--- config.mk ---
export PLATFORM = sky130hd
export DESIGN_NAME = base64_stream_encoder_core
export DESIGN_NICKNAME = d
export VERILOG_FILES = /design/src/b64e_pkg.sv /design/src/b64e_front.sv /design/src/b64e_queue.sv /design/src/b64e_back.sv /design/src/base64_stream_encoder_core.sv
export SDC_FILE = /design/constraint.sdc
export NUM_CORES = 1
export LEC_CHECK = 0
export ABC_AREA = 1
export BUFFER_PORTS_ARGS = -buffer_cell sky130_fd_sc_hd__buf_2
export CORE_ASPECT_RATIO = 0.7
export CORE_MARGIN = 8
export CORE_UTILIZATION = 40
export CTS_CLUSTER_SIZE = 20
export DETAILED_ROUTE_END_ITERATION = 6
export GPL_ROUTABILITY_DRIVEN = 0
export GPL_TIMING_DRIVEN = 0
export HOLD_SLACK_MARGIN = 0.08
export REMOVE_ABC_BUFFERS = 1
export SLEW_MARGIN = 40
export SYNTH_ARGS = -nofsm -noshare
export SYNTH_HDL_FRONTEND = slang
export SYNTH_HIERARCHICAL = 1
export SYNTH_SLANG_ARGS = --single-unit
--- constraint.sdc ---
create_clock -name clk -period 4.4 [get_ports clk]
set_clock_uncertainty 0.2 [all_clocks]
set_input_delay 0.66 -clock clk [delete_from_list [all_inputs] [get_ports clk]]
set_output_delay 0.66 -clock clk [all_outputs]
set_load 0.01 [all_outputs]
--- src/b64e_pkg.sv ---
`default_nettype none
package b64e_pkg;

  localparam int unsigned QUEUE_DEPTH = 2;
  localparam int unsigned QUEUE_PTR_W = (QUEUE_DEPTH > 1) ? $clog2(QUEUE_DEPTH) : 1;
  localparam int unsigned QUEUE_CNT_W = $clog2(QUEUE_DEPTH + 1);

  localparam logic [6:0] CHAR_UPPER_A = 7'h41;
  localparam logic [6:0] CHAR_LOWER_A = 7'h61;
  localparam logic [6:0] CHAR_ZERO    = 7'h30;
  localparam logic [6:0] CHAR_PLUS    = 7'h2B;
  localparam logic [6:0] CHAR_SLASH   = 7'h2F;
  localparam logic [6:0] CHAR_PAD     = 7'h3D;

  // group byte counts
  localparam logic [1:0] NBYTES_ONE   = 2'd1;
  localparam logic [1:0] NBYTES_TWO   = 2'd2;
  localparam logic [1:0] NBYTES_THREE = 2'd3;

  // character slots within a group
  localparam logic [1:0] SLOT_FIRST  = 2'd0;
  localparam logic [1:0] SLOT_SECOND = 2'd1;
  localparam logic [1:0] SLOT_THIRD  = 2'd2;
  localparam logic [1:0] SLOT_FOURTH = 2'd3;

  typedef struct packed {
    logic [23:0] word;    // first byte in bits 23..16
    logic [1:0]  nbytes;  // 1..3
    logic        last;    // group closed by the final byte
  } b64e_group_t;

  typedef struct packed {
    logic       busy;
    logic [1:0] slot;
  } b64e_back_stat_t;

  function automatic logic [6:0] b64_char(input logic [5:0] s);
    logic [6:0] v;
    v = {1'b0, s};
    if (s < 6'd26) begin
      return CHAR_UPPER_A + v;
    end else if (s < 6'd52) begin
      return CHAR_LOWER_A + v - 7'd26;
    end else if (s < 6'd62) begin
      return CHAR_ZERO + v - 7'd52;
    end else if (s == 6'd62) begin
      return CHAR_PLUS;
    end else begin
      return CHAR_SLASH;
    end
  endfunction

endpackage
`default_nettype wire

--- src/b64e_front.sv ---
`default_nettype none
module b64e_front (
  input  wire logic                clk,
  input  wire logic                rst,
  input  wire logic                s_tvalid,
  output logic                     s_tready,
  input  wire logic [7:0]          s_tdata,   // [7:0] data_byte
  input  wire logic                s_tlast,   // last_byte
  output logic                     q_push,
  output b64e_pkg::b64e_group_t    q_data,
  input  wire logic                q_full
);
  import b64e_pkg::*;

  logic [15:0] held_bytes;
  logic [1:0]  held_count;
  logic        take;
  logic        close;

  assign s_tready = !q_full;
  assign take     = s_tvalid && s_tready;
  assign close    = s_tlast || (held_count >= 2'd2);
  assign q_push   = take && close;

  always_comb begin
    q_data.last = s_tlast;
    case (held_count)
      2'd0: begin
        q_data.word   = {s_tdata, 16'h0000};
        q_data.nbytes = NBYTES_ONE;
      end
      2'd1: begin
        q_data.word   = {held_bytes[15:8], s_tdata, 8'h00};
        q_data.nbytes = NBYTES_TWO;
      end
      default: begin
        q_data.word   = {held_bytes, s_tdata};
        q_data.nbytes = NBYTES_THREE;
      end
    endcase
  end

  always_ff @(posedge clk) begin
    if (rst) begin
      held_bytes <= 16'h0000;
      held_count <= 2'd0;
    end else if (take) begin
      if (close) begin
        held_bytes <= 16'h0000;
        held_count <= 2'd0;
      end else if (held_count == 2'd0) begin
        held_bytes <= {s_tdata, 8'h00};
        held_count <= 2'd1;
      end else begin
        held_bytes <= {held_bytes[15:8], s_tdata};
        held_count <= 2'd2;
      end
    end
  end

endmodule
`default_nettype wire

--- src/b64e_queue.sv ---
`default_nettype none
module b64e_queue (
  input  wire logic                  clk,
  input  wire logic                  rst,
  input  wire logic                  push,
  input  wire b64e_pkg::b64e_group_t push_data,
  output logic                       full,
  input  wire logic                  pop,
  output logic                       avail,
  output b64e_pkg::b64e_group_t      head
);
  import b64e_pkg::*;

  localparam logic [QUEUE_PTR_W-1:0] PTR_LAST = QUEUE_PTR_W'(QUEUE_DEPTH - 1);
  localparam logic [QUEUE_CNT_W-1:0] CNT_FULL = QUEUE_CNT_W'(QUEUE_DEPTH);

  b64e_group_t             slots [QUEUE_DEPTH];
  logic [QUEUE_PTR_W-1:0]  wr_ptr;
  logic [QUEUE_PTR_W-1:0]  rd_ptr;
  logic [QUEUE_CNT_W-1:0]  count;
  logic                    do_push;
  logic                    do_pop;

  assign full    = (count == CNT_FULL);
  assign avail   = (count != '0);
  assign head    = slots[rd_ptr];
  assign do_push = push && !full;
  assign do_pop  = pop && avail;

  always_ff @(posedge clk) begin
    if (do_push) begin
      slots[wr_ptr] <= push_data;
    end
  end

  always_ff @(posedge clk) begin
    if (rst) begin
      wr_ptr <= '0;
      rd_ptr <= '0;
      count  <= '0;
    end else begin
      if (do_push) begin
        wr_ptr <= (wr_ptr == PTR_LAST) ? '0 : wr_ptr + 1'b1;
      end
      if (do_pop) begin
        rd_ptr <= (rd_ptr == PTR_LAST) ? '0 : rd_ptr + 1'b1;
      end
      if (do_push && !do_pop) begin
        count <= count + 1'b1;
      end else if (do_pop && !do_push) begin
        count <= count - 1'b1;
      end
    end
  end

endmodule
`default_nettype wire

--- src/b64e_back.sv ---
`default_nettype none
module b64e_back (
  input  wire logic                  clk,
  input  wire logic                  rst,
  input  wire logic                  q_avail,
  input  wire b64e_pkg::b64e_group_t q_head,
  output logic                       q_pop,
  output b64e_pkg::b64e_back_stat_t  stat,
  output logic                       m_tvalid,
  input  wire logic                  m_tready,
  output logic [7:0]                 m_tdata,  // [6:0] out_char, [7] zero
  output logic                       m_tlast   // last_char
);
  import b64e_pkg::*;

  b64e_group_t cur;
  logic        busy;
  logic [1:0]  slot;
  logic        advance;
  logic        done;
  logic [5:0]  sextet;
  logic        pad;
  logic [6:0]  ch;

  // output register free or draining this cycle
  assign advance = busy && (!m_tvalid || m_tready);
  assign done    = advance && (slot == SLOT_FOURTH);
  assign q_pop   = q_avail && (!busy || done);

  assign stat = '{busy: busy, slot: slot};

  always_comb begin
    case (slot)
      SLOT_FIRST: begin
        sextet = cur.word[23:18];
        pad    = 1'b0;
      end
      SLOT_SECOND: begin
        sextet = cur.word[17:12];
        pad    = 1'b0;
      end
      SLOT_THIRD: begin
        sextet = cur.word[11:6];
        pad    = (cur.nbytes == NBYTES_ONE);
      end
      default: begin
        sextet = cur.word[5:0];
        pad    = (cur.nbytes != NBYTES_THREE);
      end
    endcase
    ch = pad ? CHAR_PAD : b64_char(sextet);
  end

  always_ff @(posedge clk) begin
    if (q_pop) begin
      cur <= q_head;
    end
    if (advance) begin
      m_tdata <= {1'b0, ch};
      m_tlast <= cur.last && (slot == SLOT_FOURTH);
    end
  end

  always_ff @(posedge clk) begin
    if (rst) begin
      busy     <= 1'b0;
      slot     <= SLOT_FIRST;
      m_tvalid <= 1'b0;
    end else begin
      if (q_pop) begin
        busy <= 1'b1;
        slot <= SLOT_FIRST;
      end else if (done) begin
        busy <= 1'b0;
        slot <= SLOT_FIRST;
      end else if (advance) begin
        slot <= slot + 1'b1;
      end
      if (advance) begin
        m_tvalid <= 1'b1;
      end else if (m_tready) begin
        m_tvalid <= 1'b0;
      end
    end
  end

endmodule
`default_nettype wire

--- src/base64_stream_encoder_core.sv ---
`default_nettype none
// Channel   Dir  tdata              tuser  tlast
// s_*       in   [7:0] data_byte    -      last_byte
// m_*       out  [6:0] out_char     -      last_char
//
// Each input transaction is accepted while s_tready is high; s_tready drops only while the
// two-entry group queue is full.
// The back end emits one character per cycle while m_tready allows, four per group,
// a padded short final group included.
// A closing byte passes through the group queue and the back end's group register
// before m_tvalid rises. rst is synchronous: held bytes, queue pointers and count, and m_tvalid clear.
// A stall on m_tready backs up the queue and then s_tready.
module base64_stream_encoder_core (
  input  wire logic       clk,
  input  wire logic       rst,
  input  wire logic       s_tvalid,
  output logic            s_tready,
  input  wire logic [7:0] s_tdata,   // [7:0] data_byte
  input  wire logic       s_tlast,   // last_byte
  output logic            m_tvalid,
  input  wire logic       m_tready,
  output logic [7:0]      m_tdata,   // [6:0] out_char, [7] zero
  output logic            m_tlast    // last_char
);
  import b64e_pkg::*;

  logic            q_push;
  logic            q_full;
  logic            q_pop;
  logic            q_avail;
  b64e_group_t     q_in;
  b64e_group_t     q_head;
  b64e_back_stat_t back_stat;

  // front: gathers bytes into groups of up to three
  b64e_front u_front (
    .clk      (clk),
    .rst      (rst),
    .s_tvalid (s_tvalid),
    .s_tready (s_tready),
    .s_tdata  (s_tdata),
    .s_tlast  (s_tlast),
    .q_push   (q_push),
    .q_data   (q_in),
    .q_full   (q_full)
  );

  // decouples byte intake from character output
  b64e_queue u_queue (
    .clk       (clk),
    .rst       (rst),
    .push      (q_push),
    .push_data (q_in),
    .full      (q_full),
    .pop       (q_pop),
    .avail     (q_avail),
    .head      (q_head)
  );

  // back: turns a group into four characters, pads short groups
  b64e_back u_back (
    .clk      (clk),
    .rst      (rst),
    .q_avail  (q_avail),
    .q_head   (q_head),
    .q_pop    (q_pop),
    .stat     (back_stat),
    .m_tvalid (m_tvalid),
    .m_tready (m_tready),
    .m_tdata  (m_tdata),
    .m_tlast  (m_tlast)
  );

  // a group is never pushed into a full queue
  assert property (@(posedge clk) disable iff (rst) q_push |-> !q_full)
    else $error("group pushed into full queue");

  // an idle back end sits at the first slot
  assert property (@(posedge clk) disable iff (rst)
    !back_stat.busy |-> (back_stat.slot == SLOT_FIRST))
    else $error("back end idle at nonzero slot");

  // pop happens only when the back end can take a group
  assert property (@(posedge clk) disable iff (rst)
    q_pop |-> (q_avail && (!back_stat.busy || back_stat.slot == SLOT_FOURTH)))
    else $error("queue popped while back end busy");

  // characters are 7-bit ASCII
  assert property (@(posedge clk) disable iff (rst) m_tvalid |-> !m_tdata[7])
    else $error("output character above 7 bits");

endmodule
`default_nettype wire

==> Word-level counts from Yosys, hierarchy flattened <==
Memories as Yosys holds them, arrays and structs flattened. A register that Yosys moved wholly into a read port is not among the register bits.
Cells that the tools add are included.
{ "word_totals": {"out_inout_bits": 11, "in_bits": 13, "reg_bits": 34, "memories": 1, "ramBits": 54, "wordCells": 83} }
{ "op_classes": {"magnitude_cmp": 4, "n_addsub": 10, "mux": 21, "eq_ne": 8, "n_reduce_logical": 28} }
{ "mem_list": {"columns": ["memory", "depth", "word_bits", "rd", "rd_ports_with_merged_regs", "wr", "line", "text"], "rows": [
  ["u_queue.slots", 2, 27, 1, 1, 1, "b64e_queue.sv:17", "b64e_group_t slots [QUEUE_DEPTH];"]
]} }
{ "ops": {"columns": ["operator", "n"], "rows": [
  ["$pmux W26 S2", 1],
  ["$mux W16", 2],
  ["$mux W7", 3],
  ["$pmux W6 S3", 1],
  ["$add A7 B6 Y7 const A", 2],
  ["$lt A6 B6 Y1 const B", 2],
  ["$logic_and A1 B1 Y1", 10],
  ["$reduce_bool A2 Y1", 5],
  ["$mux W1", 8],
  ["$mux W2", 4],
  ["$add A6 B6 Y7 const A", 1],
  ["$sub A7 B5 Y7 const B", 1],
  ["$sub A7 B6 Y7 const B", 1],
  ["$eq A2 B1 Y1 const B", 3],
  ["$eq A2 B2 Y1 const B", 3],
  ["$eq A6 B6 Y1 const B", 1],
  ["$lt A6 B5 Y1 const B", 1],
  ["$logic_not A1 Y1", 5],
  ["$add A2 B1 Y2 const B", 2],
  ["$logic_not A2 Y1", 2],
  ["$logic_or A1 B1 Y1", 3],
  ["$mux W3", 1],
  ["$reduce_or A3 Y1", 1],
  ["$add A1 B1 Y1 const B", 2],
  ["6 further kinds", 6]
]} }

==> Logic depth before layout (Yosys ltp) <==
Gate-level depths: netlist of run 1.
{ "logic_depth": {"ltp_word": 10, "mapped_depth": 15, "ltp_nobuf": 15} }

==> Cells and area by module <==
The synthesis of run 1 kept the hierarchy.
{ "by_module_without_submodules": {"columns": ["module", "cells_per_inst", "instances", "area_each_um2", "seq_area_each_um2"], "rows": [
  ["b64e_queue", 121, 1, 2296.0, 1721.7],
  ["b64e_back", 213, 1, 2134.5, 1131.1],
  ["b64e_front", 153, 1, 1024.7, 360.3]
]} }

==> Worst setup path before layout of run 1 <==
Ideal clock, no wire load.
{ "synth_path": {"path_type": "input to register", "start": "in m_tready", "end": "reg u_queue.count[1]", "path_stages": 13, "arrival_ns": 3.497, "path_buffers": 0, "setup_time_ns": 0.064, "required_ns": 4.136, "slack_ns": 0.639, "path_cell_list": "inv_1 -> nand2_1 -> nand2_1 -> inv_1 -> nand2_1 -> a21oi_1 -> nand2_1 -> ha_1 -> inv_1 -> nand3_1 -> nand2_1 -> inv_1 -> nor2_1"} }
{ "synth_via": {"elab_chain_len": 9, "elab_cells_between_ends": 11, "classes_between": "mux (1); reduce/logical (10)"} }
{ "synth_lines": {"columns": ["element", "line", "text"], "rows": [
  ["from (decl)", "base64_stream_encoder_core.sv:21", "input wire logic m_tready,"],
  ["$logic_or A1 B1 Y1 (*)", "b64e_back.sv:26", "assign advance = busy && (!m_tvalid || m_tready);"],
  ["$logic_and A1 B1 Y1 (*)", "b64e_back.sv:26", null],
  ["named net u_back.advance", "b64e_back.sv:19", "logic advance;"],
  ["$logic_and A1 B1 Y1 (*)", "b64e_back.sv:27", "assign done = advance && (slot == SLOT_FOURTH);"],
  ["$logic_or A1 B1 Y1 (*)", "b64e_back.sv:28", "assign q_pop = q_avail && (!busy || done);"],
  ["$logic_and A1 B1 Y1 (*)", "b64e_back.sv:28", null],
  ["named net q_pop", "base64_stream_encoder_core.sv:29", "logic q_pop;"],
  ["$logic_and A1 B1 Y1 (*)", "b64e_queue.sv:28", "assign do_pop = pop && avail;"],
  ["$logic_not A1 Y1", "b64e_queue.sv:48", "if (do_push && !do_pop) begin"],
  ["$logic_and A1 B1 Y1", "b64e_queue.sv:48", null],
  ["$mux W2 / $reduce_bool A2 Y1 (equally long branches)", null, null],
  ["to (signal assigned)", "b64e_queue.sv:49", "count <= count + 1'b1;"],
  ["to (signal assigned)", "b64e_queue.sv:51", "count <= count - 1'b1;"],
  ["to (decl)", "b64e_queue.sv:20", "logic [QUEUE_CNT_W-1:0] count;"]
]} }
Mark *: on every way through the listed nets, which the timed path passes. The rest lies on a longest branch.
A chain may end at the register's enable or synchronous reset.

==> Final worst setup path of run 1 <==
{ "layout_path": {"start": "reg u_back.slot[0]", "end": "reg u_back.m_tdata[4] (data pin)"} }
{ "layout_via": {"elab_chain_len": 7, "elab_cells_between_ends": 17, "classes_between": "add/sub (5); order compare (3); eq/ne (2); mux (5); reduce/logical (2)"} }
{ "layout_lines": {"columns": ["element", "line", "text"], "rows": [
  ["from (decl)", "b64e_back.sv:18", "logic [1:0] slot;"],
  ["from (signal assigned)", "b64e_back.sv:77", "slot <= slot + 1'b1;"],
  ["$eq A2 B2 Y1 (tied with other cells)", "b64e_back.sv:33", "case (slot)"],
  ["$pmux W6 S3", "b64e_back.sv:33", null],
  ["$add A6 B6 Y7", "b64e_pkg.sv:45", "return CHAR_ZERO + v - 7'd52;"],
  ["$sub A7 B6 Y7", "b64e_pkg.sv:45", null],
  ["$mux W7", "b64e_pkg.sv:44", "end else if (s < 6'd62) begin"],
  ["$mux W7", "b64e_pkg.sv:42", "end else if (s < 6'd52) begin"],
  ["$mux W7", "b64e_pkg.sv:40", "if (s < 6'd26) begin"],
  ["to (signal assigned)", "b64e_back.sv:59", "m_tdata <= {1'b0, ch};"],
  ["to (decl)", "b64e_back.sv:11", "output logic [7:0] m_tdata,"]
]} }
Several ways; a longest one is shown, not always the timed one.

==> run metrics, run 1 <==
CTS tree=yes; Post-Syn Area=approximately 5400 sq um; Post-layout nets=around 540; Layout Utilization=0.4811; # hold bufs at CTS=0; Post CTS Setup Buffer Count=0; global-route congestion overflow total=0; drt first pass iters=4; Via-to-Cell Ratio=roughly 4.7; pin slew with the least headroom to its limit=roughly 0.64 ns; setup repair after global routing missed its margin=no; final worst path period need=2.695 ns; most frequent cells in the layout=sky130_fd_sc_hd__nand2_1 (114), sky130_fd_sc_hd__edfxtp_1 (89), sky130_fd_sc_hd__inv_1 (45), sky130_fd_sc_hd__nand3_1 (38), sky130_fd_sc_hd__nor2_1 (28); Arr. time, crit path=roughly 2.7 ns; endpoint kind of the worst setup timing path=flop; via count of the first global-routing pass=around 3.5k; top achievable clock speed=0.3711 GHz; VDD IR max=between 0.3 and 0.4 mV; Clock Sink Count=approximately 120; maximum buffer depth of the clock tree=2; worst-case register-to-register setup slack=roughly 1.7 ns; via count of the routed design=~3.4k; worst endpoint required time=between 4 and 5 ns; setup total negative slack=0 ns; Post-DP HPWL=roughly 7400 microns; wire length of the first global-routing pass=around 17,000 microns; ratio of final minimum period to clock period=0.6124; pin count of the biggest net entering global routing=28; worst skew pair latency=between 0.4 and 0.5 ns; placeable core area=13,230 sq um; total of endpoints with negative setup slack in the final report=0; worst min path class=reg2reg; Die Area=roughly 18,000 sq um; count of warnings emitted by yosys=6; count of routing violations after the opening detailed-route iteration=151; Min-Delay Startpoint=u_front/held_bytes[12]; static leakage=2.568 nW; Die Height=approximately 110 microns; fraction of layout cells with a size suffix above 1=0.2519; Place WS=about 1.5 ns; initial core utilization=0.4119; Hold Path Depth=2; DRC errors left=0; Reg-to-Reg End=u_back/m_tdata[4]; drt wl/cell=between 10 and 15 microns; max cap viols=0; diode count=0; Worst Hold Slack=~0.27 ns; clk root buf=sky130_fd_sc_hd__clkbuf_16; Power per Cell Area=roughly 640 nW/um^2; top-level I/O count=24; maximum level of the CTS H-tree=4; area growth from synthesis to layout=16.79%; die boundary width=approximately 160 microns; initial antenna violation count=0; most frequent standard cell in the layout excluding fill and tap cells=sky130_fd_sc_hd__nand2_1; category of the worst setup path launch point=flop; worst-path maximum fanout=8; TritonCTS Buffers=17; FF-to-FF Start=u_back/slot[0]; worst reg2reg path depth=14; total routing usage reported by global routing=0.1262; post-synthesis instance total=around 490; clock-pin slew of the registers on the worst-case setup and hold paths=approximately 0.05 ns; sum of routed wire length over all layers=a little over 10,000 microns; Hold Fails Final Rpt=0; number of nets with antenna violations after routing=0; total count of max-transition violations in the final report=0; number of port buffers=22; Tot Pwr=roughly 0.0041 W; result of the run=finished, final reports clean; Mean Syn Cell Area=11.21 sq um; post-cts gate resize count=0; Row Count=35; worst min-delay path endpoint=u_front/held_bytes[12]; kind of critical path=reg2reg; worst max-slew margin expressed relative to the limit=0.5708; setup slack after layout=around 1.7 ns
==> power by group <==
part	internal, W	switching [W]
Sequential	0.00147	0.000111
Clock	0.000799	0.000486
Combinational	0.000480	0.000749
==> per-stage QoR <==
stage	instance area, sq um	std cells
after floorplan	5328	474
after global placement	5669	681
after detailed placement	5797	685
after CTS	6361	717
after global routing	6362	717
final	6362	717
==> sequential cells by signal (all words and copies together), names as in the netlist, named ones only <==
| name | count |
|---|---|
| u_back/m_tvalid | 1 |
| u_front/held_count | 2 |
| u_back/m_tlast | 1 |
| u_back/m_tdata | 7 |
| u_queue/rd_ptr | 1 |
| u_back/busy | 1 |
| u_front/held_bytes | 16 |
| u_queue/wr_ptr | 1 |
| u_queue/slots | 54 |
| u_back/slot | 2 |
| u_queue/count | 2 |
| u_back/cur | 27 |
==> worst max path at each step <==
stage	end	startpoint	slack, ns	cells after the start
2_1_floorplan	u_queue/count[1]	m_tready	0.64	13
3_3_place_gp	u_queue/count[1]	m_tready	-0.35	14
3_5_place_dp	u_queue/count[1]	m_tready	1.53	15
4_1_cts	u_back/m_tdata[4]	u_back/slot[0]	1.73	14
5_1_grt	u_back/m_tdata[4]	u_back/slot[0]	1.47	14
6_report	u_back/m_tdata[4]	u_back/slot[0]	1.71	14
==> area by class of cell <==
type | count | area (sq um)
clock buffers | 21 | 493.0
clock inverters | 11 | 71.32
fillers | 1188 | 6863
inverters | 51 | 191.4
multi-input cells | 307 | 1949
flip-flops and latches | 116 | 3218
well taps | 185 | 231.5
repair buffers | 26 | 207.7
==> metal layers <==
layer | share of wire | vias up | wire length [microns] | global-route usage
li1 | - | 1708 | - | -
met4 | 0.0076 | 0 | 79 | 0.04381
met5 | 0 | - | 0 | 0
met2 | 0.46 | 76 | 4719 | 0.1957
met3 | 0.047 | 6 | 490 | 0.04193
met1 | 0.49 | 1587 | 5055 | 0.1625
==> critical path: stages, from the launching register on <==
cell and delay (ns):
sky130_fd_sc_hd__dfxtp_1 0.35, sky130_fd_sc_hd__inv_1 0.12, sky130_fd_sc_hd__ha_1 0.35, sky130_fd_sc_hd__nand2_1 0.11, sky130_fd_sc_hd__nand2_1 0.11, sky130_fd_sc_hd__nor2_1 0.07
sky130_fd_sc_hd__nor2_4 0.23, sky130_fd_sc_hd__ha_1 0.34, sky130_fd_sc_hd__nand3_1 0.20, sky130_fd_sc_hd__nand2_2 0.12, sky130_fd_sc_hd__nand2_1 0.05, sky130_fd_sc_hd__inv_1 0.07
sky130_fd_sc_hd__nand2_1 0.04, sky130_fd_sc_hd__inv_1 0.04, sky130_fd_sc_hd__nand2_1 0.05
No activity file was read; power rests on OpenSTA's default activity.
==> run 2: changes to the inputs <==
- ABC_AREA: 1 -> 0
- clock period: 4.4 -> 2.6 ns (I/O delays scaled with it)
==> run metrics, run 2 <==
result of the run=finished with violations; failing checks=setup timing; via count of the routed design=between 2k and 3k; Row Count=34; number of flip-flops under the largest register name=54; VDD IR max=~0.62 mV; worst min-delay path endpoint=u_back/m_tvalid; initial core utilization=0.4021; worst-case register-to-register setup slack=-0.13 ns; kind of critical path=reg2reg; Area after DPL=just over 5000 sq um; diode count=0; Post-Syn Area=4910 sq um; Layout Cell Area excl Fill=6222 sq um; category of the worst setup path launch point=flop; Post-layout nets=427; clock-pin slew of the registers on the worst-case setup and hold paths=~0.05 ns; Hold Fails Final Rpt=0; number of port buffers=22; Min-Delay Startpoint=m_tready; number of nets with antenna violations after routing=0; Die Area=16,130 sq um; max cap viols=0; post-synthesis instance total=between 300 and 400; worst endpoint required time=2.56 ns; worst-path maximum fanout=6; TritonCTS Buffers=17; maximum level of the CTS H-tree=4; clk root buf=sky130_fd_sc_hd__clkbuf_16; Reg-to-Reg End=u_back/m_tdata[1]; critical path depth=9; most frequent cells in the layout=sky130_fd_sc_hd__edfxtp_1 (89), sky130_fd_sc_hd__mux2_2 (35), sky130_fd_sc_hd__a22o_1 (26), sky130_fd_sc_hd__dfxtp_1 (24), sky130_fd_sc_hd__buf_2 (22); top achievable clock speed=0.3659 GHz; top-level I/O count=24; worst min path class=in2reg; global-route congestion overflow total=0; count of routing violations after the opening detailed-route iteration=between 150 and 200; Die Height=between 100 and 150 microns; die boundary width=approximately 150 microns; setup slack after layout=-0.1331 ns; initial antenna violation count=0; maximum buffer depth of the clock tree=2; final worst path period need=around 2.7 ns; Clock Sink Count=about 120; met3 wire len=roughly 460 microns; stage delay of the slowest cell on the critical path=between 0.5 and 0.6 ns; drt wl/cell=about 17 microns; Hold Path Depth=3; Via-to-Cell Ratio=5.026; area growth from synthesis to layout=26.73%; total routing usage reported by global routing=0.1289; detailed-route wire length on metal 1=4857 microns; total length of routed met2 wires=between 4000 and 5000 microns; Mean Syn Cell Area=14.48 sq um; ratio of final minimum period to clock period=1.051; wire length of the first global-routing pass=approximately 16,000 microns; fraction of layout cells with a size suffix above 1=0.3612; most frequent standard cell in the layout excluding fill and tap cells=sky130_fd_sc_hd__edfxtp_1; CTS tree=yes; Layout Utilization=0.5096; Worst Hold Slack=between 0.1 and 0.15 ns; Arr. time, crit path=around 2.7 ns; sum of routed wire length over all layers=9740 microns; Post-DP HPWL=~6000 microns; total count of max-transition violations in the final report=0; static leakage=2.273 nW; critical-path cell list=inv_4 -> ha_4 -> a222oi_1 -> mux2i_4 -> buf_6 -> and4b_4 -> nor3b_4 -> a22o_1 -> o21a_1; via count of the first global-routing pass=2,984; Power per Cell Area=approximately 1300 nW/um^2; worst skew pair latency=0.40 ns; FF-to-FF Start=u_back/slot[0]; endpoint kind of the worst setup timing path=flop; Most flops, register=u_queue/slots; worst reg2reg path depth=9; setup repair after global routing missed its margin=yes; pin count of the biggest net entering global routing=28; cell family contributing the most delay on the critical path=compound AO/OA/AOI/OAI gates; drt first pass iters=4; highest routed layer=met4; Largest regs=u_queue/slots x54, u_back/cur x27, u_front/held_bytes x16; number of buffer and inverter stages on the critical path=2; worst max-slew margin expressed relative to the limit=0.4811; total of endpoints with negative setup slack in the final report=3; count of warnings emitted by yosys=6; Tot Pwr=0.007799 W; placeable core area=12,210 sq um; pin slew with the least headroom to its limit=around 0.78 ns; DRC errors left=0; slowest stage cell on the critical path=sky130_fd_sc_hd__a222oi_1; setup total negative slack=-0.2706 ns
## run 2: how the worst max path moves through the flow
| stage | start | to | slack (ns) |
|---|---|---|---|
| finish | u_back/slot[0] | u_back/m_tdata[1] | -0.13 |
| global route | u_back/slot[0] | u_back/m_tdata[1] | -0.20 |
| CTS | u_back/slot[0] | u_back/m_tdata[1] | -0.11 |
| detailed placement | u_back/slot[0] | u_back/m_tdata[1] | -0.66 |
| global placement | m_tready | u_queue/count[1] | -3.66 |
| floorplan | m_tready | u_queue/count[1] | -2.12 |
## run 2: worst reg2reg max path: stages (launching register included)
cell,delay (ns)
sky130_fd_sc_hd__dfxtp_4,0.38
sky130_fd_sc_hd__inv_4,0.05
sky130_fd_sc_hd__ha_4,0.18
sky130_fd_sc_hd__a222oi_1,0.55
sky130_fd_sc_hd__mux2i_4,0.16
sky130_fd_sc_hd__buf_6,0.17
sky130_fd_sc_hd__and4b_4,0.34
sky130_fd_sc_hd__nor3b_4,0.07
sky130_fd_sc_hd__a22o_1,0.23
sky130_fd_sc_hd__o21a_1,0.16
## run 2: power breakdown
group | switching [W] | total (W) | internal (W)
clock network | 0.000752 | 0.00207 | 0.00131
logic | 0.00154 | 0.00293 | 0.00140
registers | 0.000193 | 0.00280 | 0.00261
## run 2: area by class of cell
type / instances / area (sq um)
clock inverters: 5 / 27.53
well taps: 162 / 202.7
multi-input cells: 195 / 1755
fillers: 1015 / 5987
repair buffers: 58 / 440.4
inverters: 17 / 71.32
flip-flops and latches: 116 / 3222
clock buffers: 27 / 503.0
## run 2: timing repair
item,CTS,global route
setup buffers,17,9
pin swaps,10,9
hold buffers,9,0
setup endpoints to repair,9,34
gates resized for setup,35,13
endpoints found under the hold margin,17,0
## run 2: per-layer routing
| layer | vias to the layer above | global-route usage |
|---|---|---|
| li1 | 1425 | - |
| met1 | 1425 | 0.1738 |
| met2 | 58 | 0.1908 |
| met3 | 7 | 0.04229 |
| met4 | 0 | 0.04786 |
| met5 | - | 0 |
## run 2: per-stage QoR
step	setup slack (ns)	cells
after global routing	-0.2016	580
after global placement	-3.658	512
after detailed placement	-0.6649	513
after floorplan	-2.120	328
after CTS	-0.1108	571
final	-0.1331	580
